### src/design/sitd_pkg.sv
// Shared types and constants for the signed integer to decimal text converter.
`default_nettype none

package sitd_pkg;

  localparam int VALUE_W     = 32;
  localparam int CHAR_W      = 8;
  localparam int DIGIT_W     = 4;
  localparam int DIGIT_COUNT = 10;
  localparam int DIGIT_IDX_W = $clog2(DIGIT_COUNT);

  localparam logic [CHAR_W-1:0]  MINUS_CODE = 8'h2D;
  localparam logic [CHAR_W-1:0]  ZERO_CODE  = 8'h30;

  // Multiply by this and shift right to divide a 32-bit value by ten exactly.
  localparam logic [VALUE_W-1:0] RECIP_TEN   = 32'hCCCC_CCCD;
  localparam int                 RECIP_SHIFT = 35;

  typedef struct packed {
    logic               neg;
    logic [VALUE_W-1:0] mag;
  } item_t;

endpackage

`default_nettype wire

### src/design/sitd_front.sv
// Input stage: accepts a value and splits it into sign and unsigned magnitude.
`default_nettype none

module sitd_front (
  input  logic                                   clk,
  input  logic                                   rst_n,
  input  logic                                   in_valid,
  output logic                                   in_ready,
  input  logic signed [sitd_pkg::VALUE_W-1:0]    in_value,
  output logic                                   push_valid,
  input  logic                                   push_ready,
  output sitd_pkg::item_t                        push_item
);
  import sitd_pkg::*;

  logic  hold_r;
  logic  hold_nxt;
  item_t item_r;
  item_t item_nxt;
  logic  take;

  assign in_ready   = !hold_r || push_ready;
  assign take       = in_valid && in_ready;
  assign push_valid = hold_r;
  assign push_item  = item_r;

  always_comb begin
    hold_nxt = hold_r;
    item_nxt = item_r;
    if (take) begin
      hold_nxt     = 1'b1;
      item_nxt.neg = in_value[VALUE_W-1];
      item_nxt.mag = in_value[VALUE_W-1] ? (VALUE_W'(0) - VALUE_W'(in_value))
                                         : VALUE_W'(in_value);
    end else if (push_ready) begin
      hold_nxt = 1'b0;
    end
  end

  always_ff @(posedge clk) begin
    if (!rst_n) begin
      hold_r <= 1'b0;
    end else begin
      hold_r <= hold_nxt;
    end
  end

  always_ff @(posedge clk) begin
    item_r <= item_nxt;
  end

endmodule

`default_nettype wire

### config.mk
export PLATFORM = sky130hd
export DESIGN_NAME = sitd_front
export DESIGN_NICKNAME = d
export VERILOG_FILES = /design/src/design/sitd_pkg.sv /design/src/design/sitd_front.sv
export SDC_FILE = /design/constraint.sdc
export NUM_CORES = 1
export LEC_CHECK = 0
export BUFFER_PORTS_ARGS = -buffer_cell sky130_fd_sc_hd__buf_2
export CAP_MARGIN = 20
export CORE_AREA = 2 2 71 73
export CTS_CLUSTER_SIZE = 12
export DETAILED_ROUTE_END_ITERATION = 7
export DIE_AREA = 0 0 73 75
export PLACE_DENSITY_LB_ADDON = 0.2
export SLEW_MARGIN = 20
export SYNTH_ARGS = -nofsm -noshare
export SYNTH_HDL_FRONTEND = slang
export SYNTH_SLANG_ARGS = --single-unit
### constraint.sdc
create_clock -name clk -period 2.3 [get_ports clk]
set_input_delay 0.345 -clock clk [delete_from_list [all_inputs] [get_ports clk]]
set_output_delay 0.345 -clock clk [all_outputs]
set_load 0.005 [all_outputs]
---- Word-level counts from Yosys, hierarchy flattened ----
Cells that the tools add are included.
storage, ports and cells
  register bits after elaboration ......... 34
cells by class
  mux-type cells .......................... 3
  reduce and logical (&&, ||, !) cells .... 4
  $add $sub $neg .......................... 1
operator list
  kind                                               number
  subtractor 1 x 32 -> 32 bit, first input constant  1
  two-way mux 31 bit                                 1
  two-way mux 1 bit                                  2
  nonzero test 2 bit                                 1
  logical AND 1 bit                                  1
  zero test 1 bit                                    1
  logical OR 1 bit                                   1

---- Logic depth before layout (Yosys ltp) ----
  word-level depth ........................ 4
  gate-level depth with buffers ........... 6
  depth with buffers taken out ............ 6

---- Worst setup path before layout ----
Ideal clock, no wire load.
  path type ............................... input -> register
  start point ............................. in in_value[9] (netlist bit)
  end point ............................... reg item_r (netlist bit push_item[23]), data pin
  data arrival time ....................... 1.850 ns
  buffers on the path ..................... 1
  setup slack ............................. 0.188 ns
  data required time ...................... 2.038 ns
  stages .................................. 5
  setup time .............................. 0.262 ns
  path through ............................ or4_1 or4_4 buf_6 o31ai_1 xnor2_1
between the ends
  word-level cells in the longest chain between the ends .. 2
RTL lines
  what                         line              RTL
  start: declaration           sitd_front.sv:9   input logic signed [sitd_pkg::VALUE_W-1:0] in_value,
  subtractor 1 x 32 -> 32 bit  sitd_front.sv:33  item_nxt.mag = in_value[VALUE_W-1] ? (VALUE_W'(0) - VALUE_W'(in_value))
  two-way mux 31 bit           sitd_front.sv:33
  end signal: assignment       sitd_front.sv:49  item_r <= item_nxt;
  end: declaration             sitd_front.sv:18  item_t item_r;
No other way between the ends.
A chain may end at the register's enable or synchronous reset.

---- Worst setup path in the final report ----
  start point ............................. in in_value[5] (netlist bit)
  end point ............................... reg item_r (netlist bit push_item[28]), data pin
Same word-level chain as after synthesis.

==> flow_summary.yaml <==
run_status:
  status: "finished, final reports clean"
floorplanning:
  die-width_um: 73
  die_y_um: 75
  initial_core_util_pct: 39.0
  core_area_um2: 4660
  rows: 25
  io_pins: 71
  dieArea_um2: 5480
routing:
  wire_per_inst_um: 14.1
  drc_errors: 0
  dr.first_iter.drc_count: 72
  via_count: 1436
  viasPerCell: 5.11
  dr.pass1.iters: 4
  wl_um: 3950
  final_antenna_net_count: 0
sta:
  rsz0062_at_grt: "no"
  finalSetupViolations: 0
  finalCriticalPeriod_ps: 2120
  slew-limit-headroom_pct: 59.8
  finalSetupTns_ps: 0
  whs_ps: 278
  fmax_mhz: 471
  hold_violations: 0
  finClkSkew_ps: 6.04
  min_period_over_period_pct: 92.3
  maxSlewViolCount: 0
  worstMarginPinSlew_ps: 596
clocking:
  post_cts_resized: 0
  clkSlewWorstSetupHoldPaths_ps: 70
  numCtsBuffers: 5
  htree_levels: 2
  hold_buffers: 0
  root_buffer: "clkbuf_8"
  cts_tree: "built"
  post-cts-setup-buffers: 0
  clockBufferDepth: 2
  clk_latency_ps: 280
  cts_sinks: 34
global_routing:
  grt_antenna_before_repair: 0
  grt_usage_pct: 15.3
  grt_pass1_wl_um: 6310
  grt_overflow: 0
  grt_pass1_vias: 1329
  grt_max_degree: 34
min_path:
  hp-class: "in2reg"
power:
  power-per-cell-area_nw_per_um2: 587
  peakVddDrop_mv: 0.298
  p_leak_nw: 0.905
  p_total_mw: 1.37
place:
  place_congestion: 0.801
  port_buffers: 70
  dp_hpwl_um: 3020
  placed_cells: 275
worst_setup_path:
  crit_fanout: 4
  cp-end-kind: "flop"
  cp.arrival_ps: 2140
  crit_required_ps: 2320
  crit_path_start_kind: "primary input"
  r2r_slack_ps: 1050
  path_class: "in2reg"
final_layout:
  mostFrequentLayoutCell: "buf_2"
  layout_common_cells: "buf_2 (70), edfxtp_1 (33), xnor2_1 (24), nand2_1 (9), o21ai_0 (8)"
  antenna_cells: 0
  num-fill-cells: 441
  fin_nets: 266
  areaGrowthSynthToFinish_pct: 28.6
  drive_gt1_share_pct: 39.2
  instances_no_fill: 281
yosys:
  synth_cell_types: 31
  ys.warnings.count: 0
  synth.top_cells.by_area: "edfxtp_1 (55%), xnor2_1 (12%), o31ai_1 (2.5%)"
  yosysTopAreaCell: "edfxtp_1"
  seq_area_frac_synth_pct: 55.6
  synthCells: 148
  synth_fp_nets: 186
  ys_ff_latch: 34
  postSynthAreaPerCell_um2: 12.3
  yosys.area.top_type_share_pct: 54.5
  synth_area_um2: 1820
flow_run:
  max_cap_viol_count: 0
-- metal layers --
layer  wire, um  global-route usage (%)  vias up  part of all wire (%)
met4         57                    5.56        0                   1.4
met2       1970                    25.4       42                    50
li1           -                       -      727                     -
met1       1720                    19.1      661                    43
met3        209                    4.42        6                   5.3
met5          0                       0        -                     0
-- state kept, by name (all words and copies together) (netlist names) --
signal and flops:
push_item 33, push_valid 1
-- layout make-up --
cell class / instances / area [um2] / share of cell area, %
clock buffers: 5 / 68.8 / 2.94
clock inverters: 1 / 3.75 / 0.161
inverters: 4 / 15.0 / 0.642
multi-input cells: 106 / 769 / 32.9
flip-flops and latches: 34 / 1010 / 43.2
well taps: 54 / 67.6 / 2.89
repair buffers: 77 / 403 / 17.2
-- cell families after synthesis --
| logic type | count (synthesis) | share of synthesized area, % |
|---|---|---|
| compound gates | 27 | 11.6 |
| fa+ha+maj | 2 | 1.38 |
| buf+inv | 8 | 2.06 |
| xor+xnor | 29 | 14.0 |
| flops | 34 | 55.6 |
| simple gates | 48 | 15.3 |
-- per-stage QoR --
| stage | utilization [%] | setup slack [ps] | instance area, um2 |
|---|---|---|---|
| final | 50.2 | 177 | 2340 |
| after global routing | 50.2 | 81.7 | 2340 |
| after CTS | 50.2 | 154 | 2340 |
| after detailed placement | 48.6 | -132 | 2270 |
| after global placement | 48.6 | -125 | 2270 |
| after floorplan | - | 188 | 1820 |
-- power by group --
group          switching (mW)  internal, mW  leakage [nW]
clock network           0.196         0.197        0.0375
registers              0.0102         0.744         0.328
logic                   0.118         0.107         0.539
-- Yosys cell counts --
library cell and count:
edfxtp_1 33, xnor2_1 24, nand2_1 9, o21ai_0 8
nor4_1 7, nor3_1 6, o31ai_1 6, a31oi_1 5
nor2_1 5, o41ai_1 5, xor2_1 5, inv_1 4
nand2b_1 4, clkbuf_1 3, or3_1 3, and2_1 2
ha_1 2, or2_2 2, or4_1 2, or4_4 2
a21boi_0 1, and3_1 1, and4b_1 1, buf_6 1
dfxtp_1 1, nand3_1 1, nand4_1 1, nand4b_1 1
o41ai_2 1, o41ai_4 1, or4b_2 1
-- final timing paths --
kind,from,endpoint,cells after the start
max,in_value[5],push_item[28],5
min,in_value[0],push_item[0],1
max reg2reg,push_valid,push_item[30],3
min reg2reg,push_valid,push_valid,2
-- worst max-delay path, cell delays in order --
cell     delay [ps]
buf_2           120
or4_4           550
or3_1           400
o41ai_1         610
xnor2_1         110
Power figures use the tool's default switching activity.
