File: src/design/sitd_pkg.sv
// Shared types and constants for the signed integer to decimal text converter.
`default_nettype none

package sitd_pkg;

  localparam int VALUE_W     = 32;
  localparam int CHAR_W      = 8;
  localparam int DIGIT_W     = 4;
  localparam int DIGIT_COUNT = 10;
  localparam int DIGIT_IDX_W = $clog2(DIGIT_COUNT);

  localparam logic [CHAR_W-1:0]  MINUS_CODE = 8'h2D;
  localparam logic [CHAR_W-1:0]  ZERO_CODE  = 8'h30;

  // Multiply by this and shift right to divide a 32-bit value by ten exactly.
  localparam logic [VALUE_W-1:0] RECIP_TEN   = 32'hCCCC_CCCD;
  localparam int                 RECIP_SHIFT = 35;

  typedef struct packed {
    logic               neg;
    logic [VALUE_W-1:0] mag;
  } item_t;

endpackage

`default_nettype wire

File: src/design/sitd_queue.sv
// Small queue that decouples the input stage from the conversion engine.
`default_nettype none

module sitd_queue #(
  parameter int DEPTH = 2
) (
  input  logic            clk,
  input  logic            rst_n,
  input  logic            push_valid,
  output logic            push_ready,
  input  sitd_pkg::item_t push_item,
  output logic            pop_valid,
  input  logic            pop,
  output sitd_pkg::item_t pop_item
);
  import sitd_pkg::*;

  localparam int PTR_W = (DEPTH > 1) ? $clog2(DEPTH) : 1;
  localparam int CNT_W = $clog2(DEPTH + 1);

  item_t            slots_r [DEPTH];
  logic [PTR_W-1:0] wr_ptr_r;
  logic [PTR_W-1:0] wr_ptr_nxt;
  logic [PTR_W-1:0] rd_ptr_r;
  logic [PTR_W-1:0] rd_ptr_nxt;
  logic [CNT_W-1:0] count_r;
  logic [CNT_W-1:0] count_nxt;
  logic             do_push;
  logic             do_pop;

  assign push_ready = (count_r != CNT_W'(DEPTH));
  assign pop_valid  = (count_r != '0);
  assign pop_item   = slots_r[rd_ptr_r];
  assign do_push    = push_valid && push_ready;
  assign do_pop     = pop && pop_valid;

  always_comb begin
    wr_ptr_nxt = wr_ptr_r;
    rd_ptr_nxt = rd_ptr_r;
    count_nxt  = count_r;
    if (do_push) begin
      wr_ptr_nxt = (wr_ptr_r == PTR_W'(DEPTH - 1)) ? '0 : wr_ptr_r + 1'b1;
    end
    if (do_pop) begin
      rd_ptr_nxt = (rd_ptr_r == PTR_W'(DEPTH - 1)) ? '0 : rd_ptr_r + 1'b1;
    end
    if (do_push && !do_pop) begin
      count_nxt = count_r + 1'b1;
    end else if (do_pop && !do_push) begin
      count_nxt = count_r - 1'b1;
    end
  end

  always_ff @(posedge clk) begin
    if (!rst_n) begin
      wr_ptr_r <= '0;
      rd_ptr_r <= '0;
      count_r  <= '0;
    end else begin
      wr_ptr_r <= wr_ptr_nxt;
      rd_ptr_r <= rd_ptr_nxt;
      count_r  <= count_nxt;
    end
  end

  always_ff @(posedge clk) begin
    if (do_push) begin
      slots_r[wr_ptr_r] <= push_item;
    end
  end

endmodule

`default_nettype wire

File: config.mk
export PLATFORM = sky130hd
export DESIGN_NAME = sitd_queue
export DESIGN_NICKNAME = d
export VERILOG_FILES = /design/src/design/sitd_pkg.sv /design/src/design/sitd_queue.sv
export SDC_FILE = /design/constraint.sdc
export NUM_CORES = 1
export LEC_CHECK = 0
export ABC_AREA = 0
export BUFFER_PORTS_ARGS = -buffer_cell sky130_fd_sc_hd__buf_2
export CAP_MARGIN = 40
export CORE_AREA = 8 8 85 87
export CTS_CLUSTER_SIZE = 16
export DETAILED_ROUTE_END_ITERATION = 10
export DIE_AREA = 0 0 93 95
export MAX_ROUTING_LAYER = met4
export PLACE_DENSITY = 0.79
export SYNTH_ARGS = -nofsm -noshare
export SYNTH_HDL_FRONTEND = slang
export SYNTH_SLANG_ARGS = --single-unit
File: constraint.sdc
create_clock -name clk -period 1.8 [get_ports clk]
set_input_delay 0.18 -clock clk [delete_from_list [all_inputs] [get_ports clk]]
set_output_delay 0.18 -clock clk [all_outputs]
set_load 0.05 [all_outputs]
After elaboration in Yosys (flattened, before gate mapping)
Memory sizes are Yosys's and may differ from the RTL's. A register that Yosys moved wholly into a read port is not among the register bits.
Index checks and enable logic that the tools add are counted.
Cells by class
  $add $sub $neg: 4
  equality and inequality tests: 1
  mux-type cells: 8
  reductions and logical operators: 8
Operator list (number)
  two-way mux 1 bit: 6
  logical AND 1 bit: 4
  two-way mux 2 bit: 2
  nonzero test 2 bit: 2
  adder 1 bit, second input constant: 2
  adder 2 x 1 -> 2 bit, second input constant: 1
  logical NOT 1 bit: 2
  != test 2 bit, second input constant: 1
  subtractor 2 x 1 -> 2 bit, second input constant: 1
Storage, ports and cells
  flip-flop bits (word level): 4
  memory bits (writable): 66
  bits of input ports: 37
  output and inout port bits: 35
  memories kept: 1
Memories
  slots_r: words 2, width 33, rd ports 1, clocked after memory_dff 1, wr ports 1, RTL line sitd_queue.sv:21  | item_t slots_r [DEPTH];

Logic depth before layout (Yosys ltp)
Gate-level depths: netlist of the first run.
  depth after elaboration: 6
  gate-level depth with buffers: 6
  mapped depth without buffers: 6

Worst setup path before layout of the first run
OpenSTA, ideal clock, no wires.
  path type: register to register
  start: register count_r[0]
  end: memory slots_r[1][0] in the netlist's numbering (enable)
  library setup time: 393 ps
  arrival time: 1536 ps
  required time: 1407 ps
  slack: -130 ps
  stages on the path, launching flop included: 3
  period minus slack after synthesis: 1930 ps
  path through: dfxtp_1 -> nand2b_4 -> and3_1
On the way
  cells in the longest elaborated chain, start to end: 4
RTL lines
  start: declaration: RTL line sitd_queue.sv:26  | logic [CNT_W-1:0] count_r;
  start signal: assignment: RTL line sitd_queue.sv:62  | count_r <= count_nxt;
  != test 2 bit: RTL line sitd_queue.sv:31  | assign push_ready = (count_r != CNT_W'(DEPTH));
  via push_ready: RTL line sitd_queue.sv:10  | output logic push_ready,
  logical AND 1 bit: RTL line sitd_queue.sv:34  | assign do_push = push_valid && push_ready;
  two-way mux 1 bit: RTL line sitd_queue.sv:67  | if (do_push) begin
  two-way mux 1 bit (implied by the code): RTL line sitd_queue.sv:68  | slots_r[wr_ptr_r] <= push_item;
  end: declaration: RTL line sitd_queue.sv:21
The timed path passes the listed nets, and every way through them passes these cells.

==> out/results.ini, run 1 <==
[synthesis]
syn-cell-area_um2=2620
synth-seq-cells=71
syn_inst=127
syn-num-nets=165
synthTopCellsByArea=edfxtp_1 (76%), mux2_2 (14%), dfxtp_1 (3.8%)
synth_top_area_share_pct=75.8
synth.distinct_cells=19
synth_top_area_cell=edfxtp_1
seq_area_frac_synth_pct=79.6
post_synth.cell_area_avg_um2=20.6
yosysWarnings=0

[clocking]
cts_inserted_buffers=9
cts_resized=0
cts_hold_buf=0
cts-htree-levels=3
cts_buffer_depth=2
cts_tree=yes
cts_setup_buffers=0
clkSinkCount=71
ctsRootBufferMaster=clkbuf_8
clock_latency_ns=0.32
clk_pin_slew_worst_paths_ns=0.07

[critical_path]
crit_chain=buf_12 -> mux2_2 -> buf_2
rrSetupSlack_ns=0.24
start_kind=register
arrival_ns=1.47
slowest_delay_ns=0.37
worstSetupPathType=reg -> out
endpoint_kind=primary output
cpLargestDelayFamily=buffers and inverters
path_max_fanout=24
crit_buf_inv=2
cp_slowest_cell=dfxtp_1
cp.required_ns=1.62

[drt]
via_count=1387
drt_first_pass_iters=4
viasPerCell=4.78
first_iter_violations=47
drt_wl_total_um=4680
drcViolationCount=0
wl_per_cell_um=16.1
ant_nets=0

[sta]
timing.slew.headroom_pct=78.7
skew_ns=0.00627
worst_pin_slew_ns=0.320
hold_viol_final=0
final-max-slew-violation-count=0
setup-tns-final_ns=0
grt_setup_unrepaired=no
fin_crit_sh_pct=91.9
setup_viol=0
hold_slack_ns=0.0385
min_period_ns=1.65
max_freq_mhz=605

[layout]
num_antenna_cells=0
multiInputGateArea_um2=512
fillers=490
final_core_util_pct=56.8
nets=248
ff_latch_area_um2=2080
drive_above_1_share_pct=59.1
syn2layout_area_growth_pct=26.2

[die]
top_level_ports=72
start_util_pct=45.0
dieArea_um2=8840
fp.coreArea_um2=5820
die_w_um=93
die_y_um=95
num_rows=28

[pwr]
powerDensity_nw_per_um2=1600
peakVddDrop_mv=1.20
cellLeakagePower_nw=1.23

[job]
max_cap_viol_count=0

[min_path]
worstHoldPathType=in -> reg

[global_route]
overflow=0
track_usage_pct=11.3
grt_pass1_vias=1570
grt_pass1_wl_um=7370
grt_max_degree=25
antenna_found_initial=0

[placed_design]
dp.final_hpwl_um=3380
gp_congestion=0.720
port_buffers=71

[status]
outcome=complete, no violations

[worst register-to-register path: cells and delay by family (launching register included)]
kind,cells,cell delay (ns)
AND/OR/NAND/NOR,3,0.68
flip-flops,1,0.36
adder cells (fa/ha/maj),1,0.33
AO/OA/AOI/OAI,1,0.13
[flip-flops by register name (all words and copies together) (netlist names), named ones only]
name,cells
count_r,2
rd_ptr_r,1
slots_r,66
wr_ptr_r,1
[path summary, 6_finish.rpt]
check	from	to	depth (start not counted)
max	register	pop_item[12]	3
min	push_item[17]	slots_r[0][17]	1
max reg2reg	count_r[0]	count_r[1]	5
min reg2reg	count_r[1]	count_r[1]	2
[cells in the mapped netlist]
cell type  instances
edfxtp_1          66
mux2_2            33
dfxtp_1            5
and2_1             4
buf_2              4
xnor2_1            2
a21bo_2            1
a21boi_0           1
a21boi_1           1
and3_1             1
ha_1               1
inv_1              1
nand2b_4           1
nand3b_1           1
o21ai_0            1
o21ai_1            1
or2_2              1
or3_1              1
xor2_1             1
[layer usage]
metal,wire (um),share of wire (%),GRT usage [%]
met4,59,1.3,6.04
met1,1900,41,11.3
met5,0,0,-
met3,319,6.8,4.37
met2,2400,51,18.8
[final cells by class]
cell class,instances,area share [%]
Sequential cell,71,63.1
Multi-Input combinational cell,51,15.5
Inverter,1,0.227
Timing Repair Buffer,76,12.7
Clock buffer,10,3.87
Tap cell,75,2.84
Clock inverter,6,1.86
[kinds of logic (layout without fill, tap and decap cells)]
group / Yosys count / in the layout / synth area share, %
fa+ha+maj: 1 / 1 / 0.478
buf+inv: 5 / 93 / 0.909
xor+xnor: 3 / 3 / 1.00
simple gates: 9 / 9 / 2.49
mux: 33 / 33 / 14.2
compound gates: 5 / 5 / 1.34
flops: 71 / 71 / 79.6
[layout by cell type, fill, tap and decap left out, drive strengths merged, types with 2 or more instances in the layout]
cell	n
buf	76
xnor2	2
a21boi	2
mux2	33
o21ai	2
clkinvlp	3
and2	4
clkbuf	10
dfxtp	5
edfxtp	66
clkinv	3
[report_power, final]
group | internal [mW] | leakage (nW) | switching [mW] | total, mW
combinational | 0.609 | 0.489 | 1.36 | 1.97
sequential | 2.06 | 0.658 | 0.0794 | 2.14
clock | 0.633 | 0.0876 | 0.549 | 1.18
total | 3.31 | 1.23 | 1.99 | 5.30
[through the flow]
stage,total power [mW],worst slack (ns),area [um^2],cells
floorplan,3.70,0.198,2620,127
global placement,4.15,0.298,3110,274
detailed placement,4.18,0.240,3110,274
CTS,5.38,0.111,3300,290
global route,5.53,0.0742,3300,290
finish,5.30,0.146,3300,290
Power figures use the tool's default switching activity.
==> run 2: changes to the inputs <==
--- a/config.mk
+++ b/config.mk
@@ -15,3 +15,3 @@
 export MAX_ROUTING_LAYER = met4
-export PLACE_DENSITY = 0.79
+export PLACE_DENSITY = 0.73
 export SYNTH_ARGS = -nofsm -noshare
==> constraint.sdc (replaced) <==
create_clock -name clk -period 1.8 [get_ports clk]
set_input_delay 0 -clock clk [delete_from_list [all_inputs] [get_ports clk]]
set_output_delay 0 -clock clk [all_outputs]
set_load 0.05 [all_outputs]
==> out/results.ini, run 2 (same netlist as run 1, synthesis figures left out) <==
[critical_path]
endpoint_kind=register
reg2reg_depth=5
path_max_fanout=5
rrSetupSlack_ns=0.23
crit_buf_inv=0
slowest_delay_ns=0.36
cp_slowest_cell=dfxtp_1
arrival_ns=1.85
cp.required_ns=2.08
r2r-end=count_r[1]
start_kind=register
r2r_start=count_r[0]
crit_chain=nand2b_4 -> and2_1 -> ha_1 -> or3_1 -> a21boi_1
cpLargestDelayFamily=simple AND/OR/NAND/NOR gates
worstSetupPathType=reg -> reg

[sta]
min_period_ns=1.57
setup-tns-final_ns=0
setup_viol=0
skew_ns=0.00587
max_freq_mhz=637
final-max-slew-violation-count=0
fin_crit_sh_pct=87.2
timing.slew.headroom_pct=82.3
hold_viol_final=0
worst_pin_slew_ns=0.267
grt_setup_unrepaired=no

[clocking]
ctsRootBufferMaster=clkbuf_8
cts-htree-levels=3
cts_tree=yes
clock_latency_ns=0.34
cts_resized=0
clk_pin_slew_worst_paths_ns=0.07
clkSinkCount=71
cts_inserted_buffers=9
cts_buffer_depth=2

[drt]
wl_per_cell_um=16.4
viasPerCell=4.73
drt_first_pass_iters=4
first_iter_violations=114
drt_wl_total_um=5310
drcViolationCount=0
via_count=1533
ant_nets=0

[placed_design]
dp.final_hpwl_um=3300
place_area_um2=3100
port_buffers=71
gp_congestion=0.681

[die]
top_level_ports=72
num_rows=28
dieArea_um2=8840
start_util_pct=45.0
die_y_um=95
fp.coreArea_um2=5820
die_w_um=93

[layout]
largest_reg_flops=66
stdcell_area_um2=3650
regMostFlops=slots_r
drive_above_1_share_pct=51.4
num_antenna_cells=0
syn2layout_area_growth_pct=39.6
top_regs=slots_r: 66 flops, count_r: 2 flops
nets=282
final_cell_mix=buf_2 (71), edfxtp_1 (66), dlygate4sd3_1 (34)
layout.cells.most_common=buf_2

[global_route]
track_usage_pct=13.1
grt_pass1_wl_um=8320
overflow=0
antenna_found_initial=0
grt_pass1_vias=1712
grt_max_degree=34

[pwr]
powerDensity_nw_per_um2=1510
cellLeakagePower_nw=1.39
peakVddDrop_mv=0.909

[min_path]
min_to=wr_ptr_r
min_path_cells=3
hp-start=push_valid
worstHoldPathType=in -> reg

[status]
outcome=complete, no violations

[job]
max_cap_viol_count=0

==> run 2: power breakdown <==
part | internal (mW) | switching (mW)
Clock | 0.775 | 0.576
Combinational | 0.641 | 1.39
Sequential | 2.06 | 0.0761
==> run 2: how the worst max path moves through the flow <==
stage / start / to / slack [ns] / depth (start not counted)
global route: count_r[1] / count_r[1] / 0.12 / 5
detailed placement: count_r[0] / count_r[1] / 0.25 / 5
floorplan: count_r[0] / slots_r[0][0] / 0.20 / 3
CTS: count_r[0] / count_r[1] / 0.23 / 5
finish: count_r[0] / count_r[1] / 0.23 / 5
global placement: count_r[0] / count_r[1] / 0.28 / 5
==> run 2: metal layers <==
layer  vias up  global-route usage, %  wire (um)
li1        727                      -          -
met1       752                   12.8       2050
met2        43                   22.4       2880
met3        11                   3.65        217
met4         0                   8.72        166
met5         -                      -          0
==> run 2: layout make-up <==
type | count | area (um^2)
Sequential cell | 71 | 2080
Timing Repair Buffer | 110 | 746
Multi-Input combinational cell | 51 | 512
Fill cell | 452 | 2160
Clock inverter | 6 | 85.1
Tap cell | 75 | 93.8
Inverter | 1 | 7.51
Clock buffer | 10 | 128
==> run 2: per-stage QoR <==
| stage | instances | util [%] | power (mW) | setup WS (ns) | hold slack [ns] |
|---|---|---|---|---|---|
| after global placement | 274 | 53.3 | 4.15 | 0.281 | 0.190 |
| after detailed placement | 274 | 53.3 | 4.16 | 0.252 | 0.191 |
| after CTS | 324 | 62.8 | 5.56 | 0.229 | 0.0105 |
| after global routing | 324 | 62.8 | 5.74 | 0.116 | 0.0405 |
| after floorplan | 127 | - | 3.70 | 0.198 | 0.0989 |
| final | 324 | 62.8 | 5.53 | 0.230 | 0.0148 |
==> run 2: worst reg2reg max path, cell delays in order, from the launching register on <==
cell	delay, ns
dfxtp_1	0.36
nand2b_4	0.17
and2_1	0.16
ha_1	0.33
or3_1	0.35
a21boi_1	0.13
==> run 2: repair_timing <==
item | CTS | global route
buffers inserted | 0 | 0
setup endpoints to repair | 0 | 0
hold buffers | 34 | 0
hold endpoints to repair | 71 | 0
==> run 3: changes to the inputs <==
Settings changed: PLACE_DENSITY 0.73 to 0.74, SLEW_MARGIN set to 40.
Clock period 1.8 ns to 1.3 ns, I/O delays scaled along.
==> out/results.ini, run 3 (same netlist as run 1, synthesis figures left out) <==
[critical_path]
cp_slowest_cell=dfxtp_4
worstSetupPathType=reg -> out
start_kind=register
path_max_fanout=15
arrival_ns=1.44
cp.required_ns=1.30
crit_buf_inv=2
crit_chain=buf_12 -> mux2_2 -> buf_6
endpoint_kind=primary output
cpLargestDelayFamily=flip-flops
slowest_delay_ns=0.42

[clocking]
cts_buffer_depth=2
cts-htree-levels=3
clkSinkCount=71
cts_inserted_buffers=9
clk_pin_slew_worst_paths_ns=0.07
clock_latency_ns=0.34
cts_tree=yes
ctsRootBufferMaster=clkbuf_8

[sta]
skew_ns=0.00508
max_freq_mhz=694
hold_viol_final=0
grt_setup_unrepaired=yes
final-max-slew-violation-count=0
setup-tns-final_ns=-8.73
fin_crit_sh_pct=111
worst_pin_slew_ns=0.265
setup_viol=101
min_period_ns=1.44
final.setup.worst_slack_ns=-0.141
timing.slew.headroom_pct=82.5

[global_route]
grt_max_degree=19
grt_pass1_wl_um=9060
track_usage_pct=14.4
grt_pass1_vias=1805
antenna_found_initial=0
overflow=0

[status]
outcome=finished with violations
violations=negative setup slack

[die]
fp.coreArea_um2=5820
start_util_pct=45.0
die_w_um=93
num_rows=28
die_y_um=95
top_level_ports=72
dieArea_um2=8840

[placed_design]
dp_cells=279
gp_congestion=0.717
dp.final_hpwl_um=3320
port_buffers=71

[drt]
ant_nets=0
drt_first_pass_iters=4
drcViolationCount=0
drt_wl_total_um=6380
via_count=1637
wl_per_cell_um=18.4
first_iter_violations=46
viasPerCell=4.73

[layout]
top_regs=slots_r: 66 flops, count_r: 2 flops
drive_above_1_share_pct=58.3
syn2layout_area_growth_pct=70.4
final_core_util_pct=76.7
largest_reg_flops=66
nets=304
regMostFlops=slots_r
final_cell_mix=edfxtp_1 (66), buf_2 (37), buf_6 (36)
layout.cells.most_common=edfxtp_1
num_antenna_cells=0
fin_cells=346

[pwr]
cellLeakagePower_nw=1.76
peakVddDrop_mv=1.24
powerDensity_nw_per_um2=2110

[job]
max_cap_viol_count=0

[min_path]
worstHoldPathType=in -> reg

## run 3: cell count changes in the layout (fill, tap and decap cells not counted), moves of 2 or more
cell       before  now
dfxtp_4         0    2
clkbuf_16       0    6
mux2_2         33   12
mux2_4          0   21
dfxtp_1         5    2
buf_8           0    5
buf_6           0   36
buf_16          0    3
buf_2          71   37
buf_12          1    6
## run 3: metrics by stage
stage	instance area [um^2]	power [mW]	worst slack, ns	hold slack (ns)
detailed placement	3200	5.96	-0.183	0.192
finish	4460	9.42	-0.141	0.0260
CTS	4220	9.02	-0.157	0.00234
floorplan	2620	5.13	-0.288	0.0989
global route	4460	9.77	-0.190	0.0126
global placement	3200	5.92	-0.139	0.187
## run 3: layout make-up
type	count	area, um^2
clock inverter	7	111
sequential	71	2090
multi-input combinational	51	636
tap	75	93.8
inverter	1	7.51
timing repair buffer	132	1400
fill	340	1360
clock buffer	9	124
## run 3: final timing paths
check / start / endpoint / slack (ns) / cells after the start
worst max register to register: count_r[0] / slots_r[1][28] / -0.11 / 5
worst min-delay path: push_valid / wr_ptr_r / 0.03 / 3
worst max-delay path: register / pop_item[13] / -0.14 / 3
worst min register to register: count_r[1] / count_r[1] / 0.55 / 2
## run 3: report_power, final
part,switching (mW),total [mW],internal [mW]
clock,0.777,2.04,1.26
combinational,2.25,4.37,2.11
sequential,0.143,3.02,2.88
## run 3: layer usage
layer  up-vias  routed length, um  share of wire (%)  GRT usage, %
met5         -                  0                  0             -
met4         0                105                1.6          7.25
met3        11                354                5.5          5.24
met2        56               3430                 54          24.5
met1       795               2490                 39          14.4
li1        775                  -                  -             -
## run 3: timing repair
action                     4_1_cts  5_1_grt
pin swaps                        4        3
setup buffers                    6        2
gates resized for setup         98       20
gates cloned                     3        7
setup endpoints to repair       69      103
hold endpoints to repair        71        0
hold buffers                    34        0
## run 3: worst min-delay path, cell delays in order
cell and delay (ns):
buf_2 0.12, a21bo_2 0.13, a21boi_1 0.06
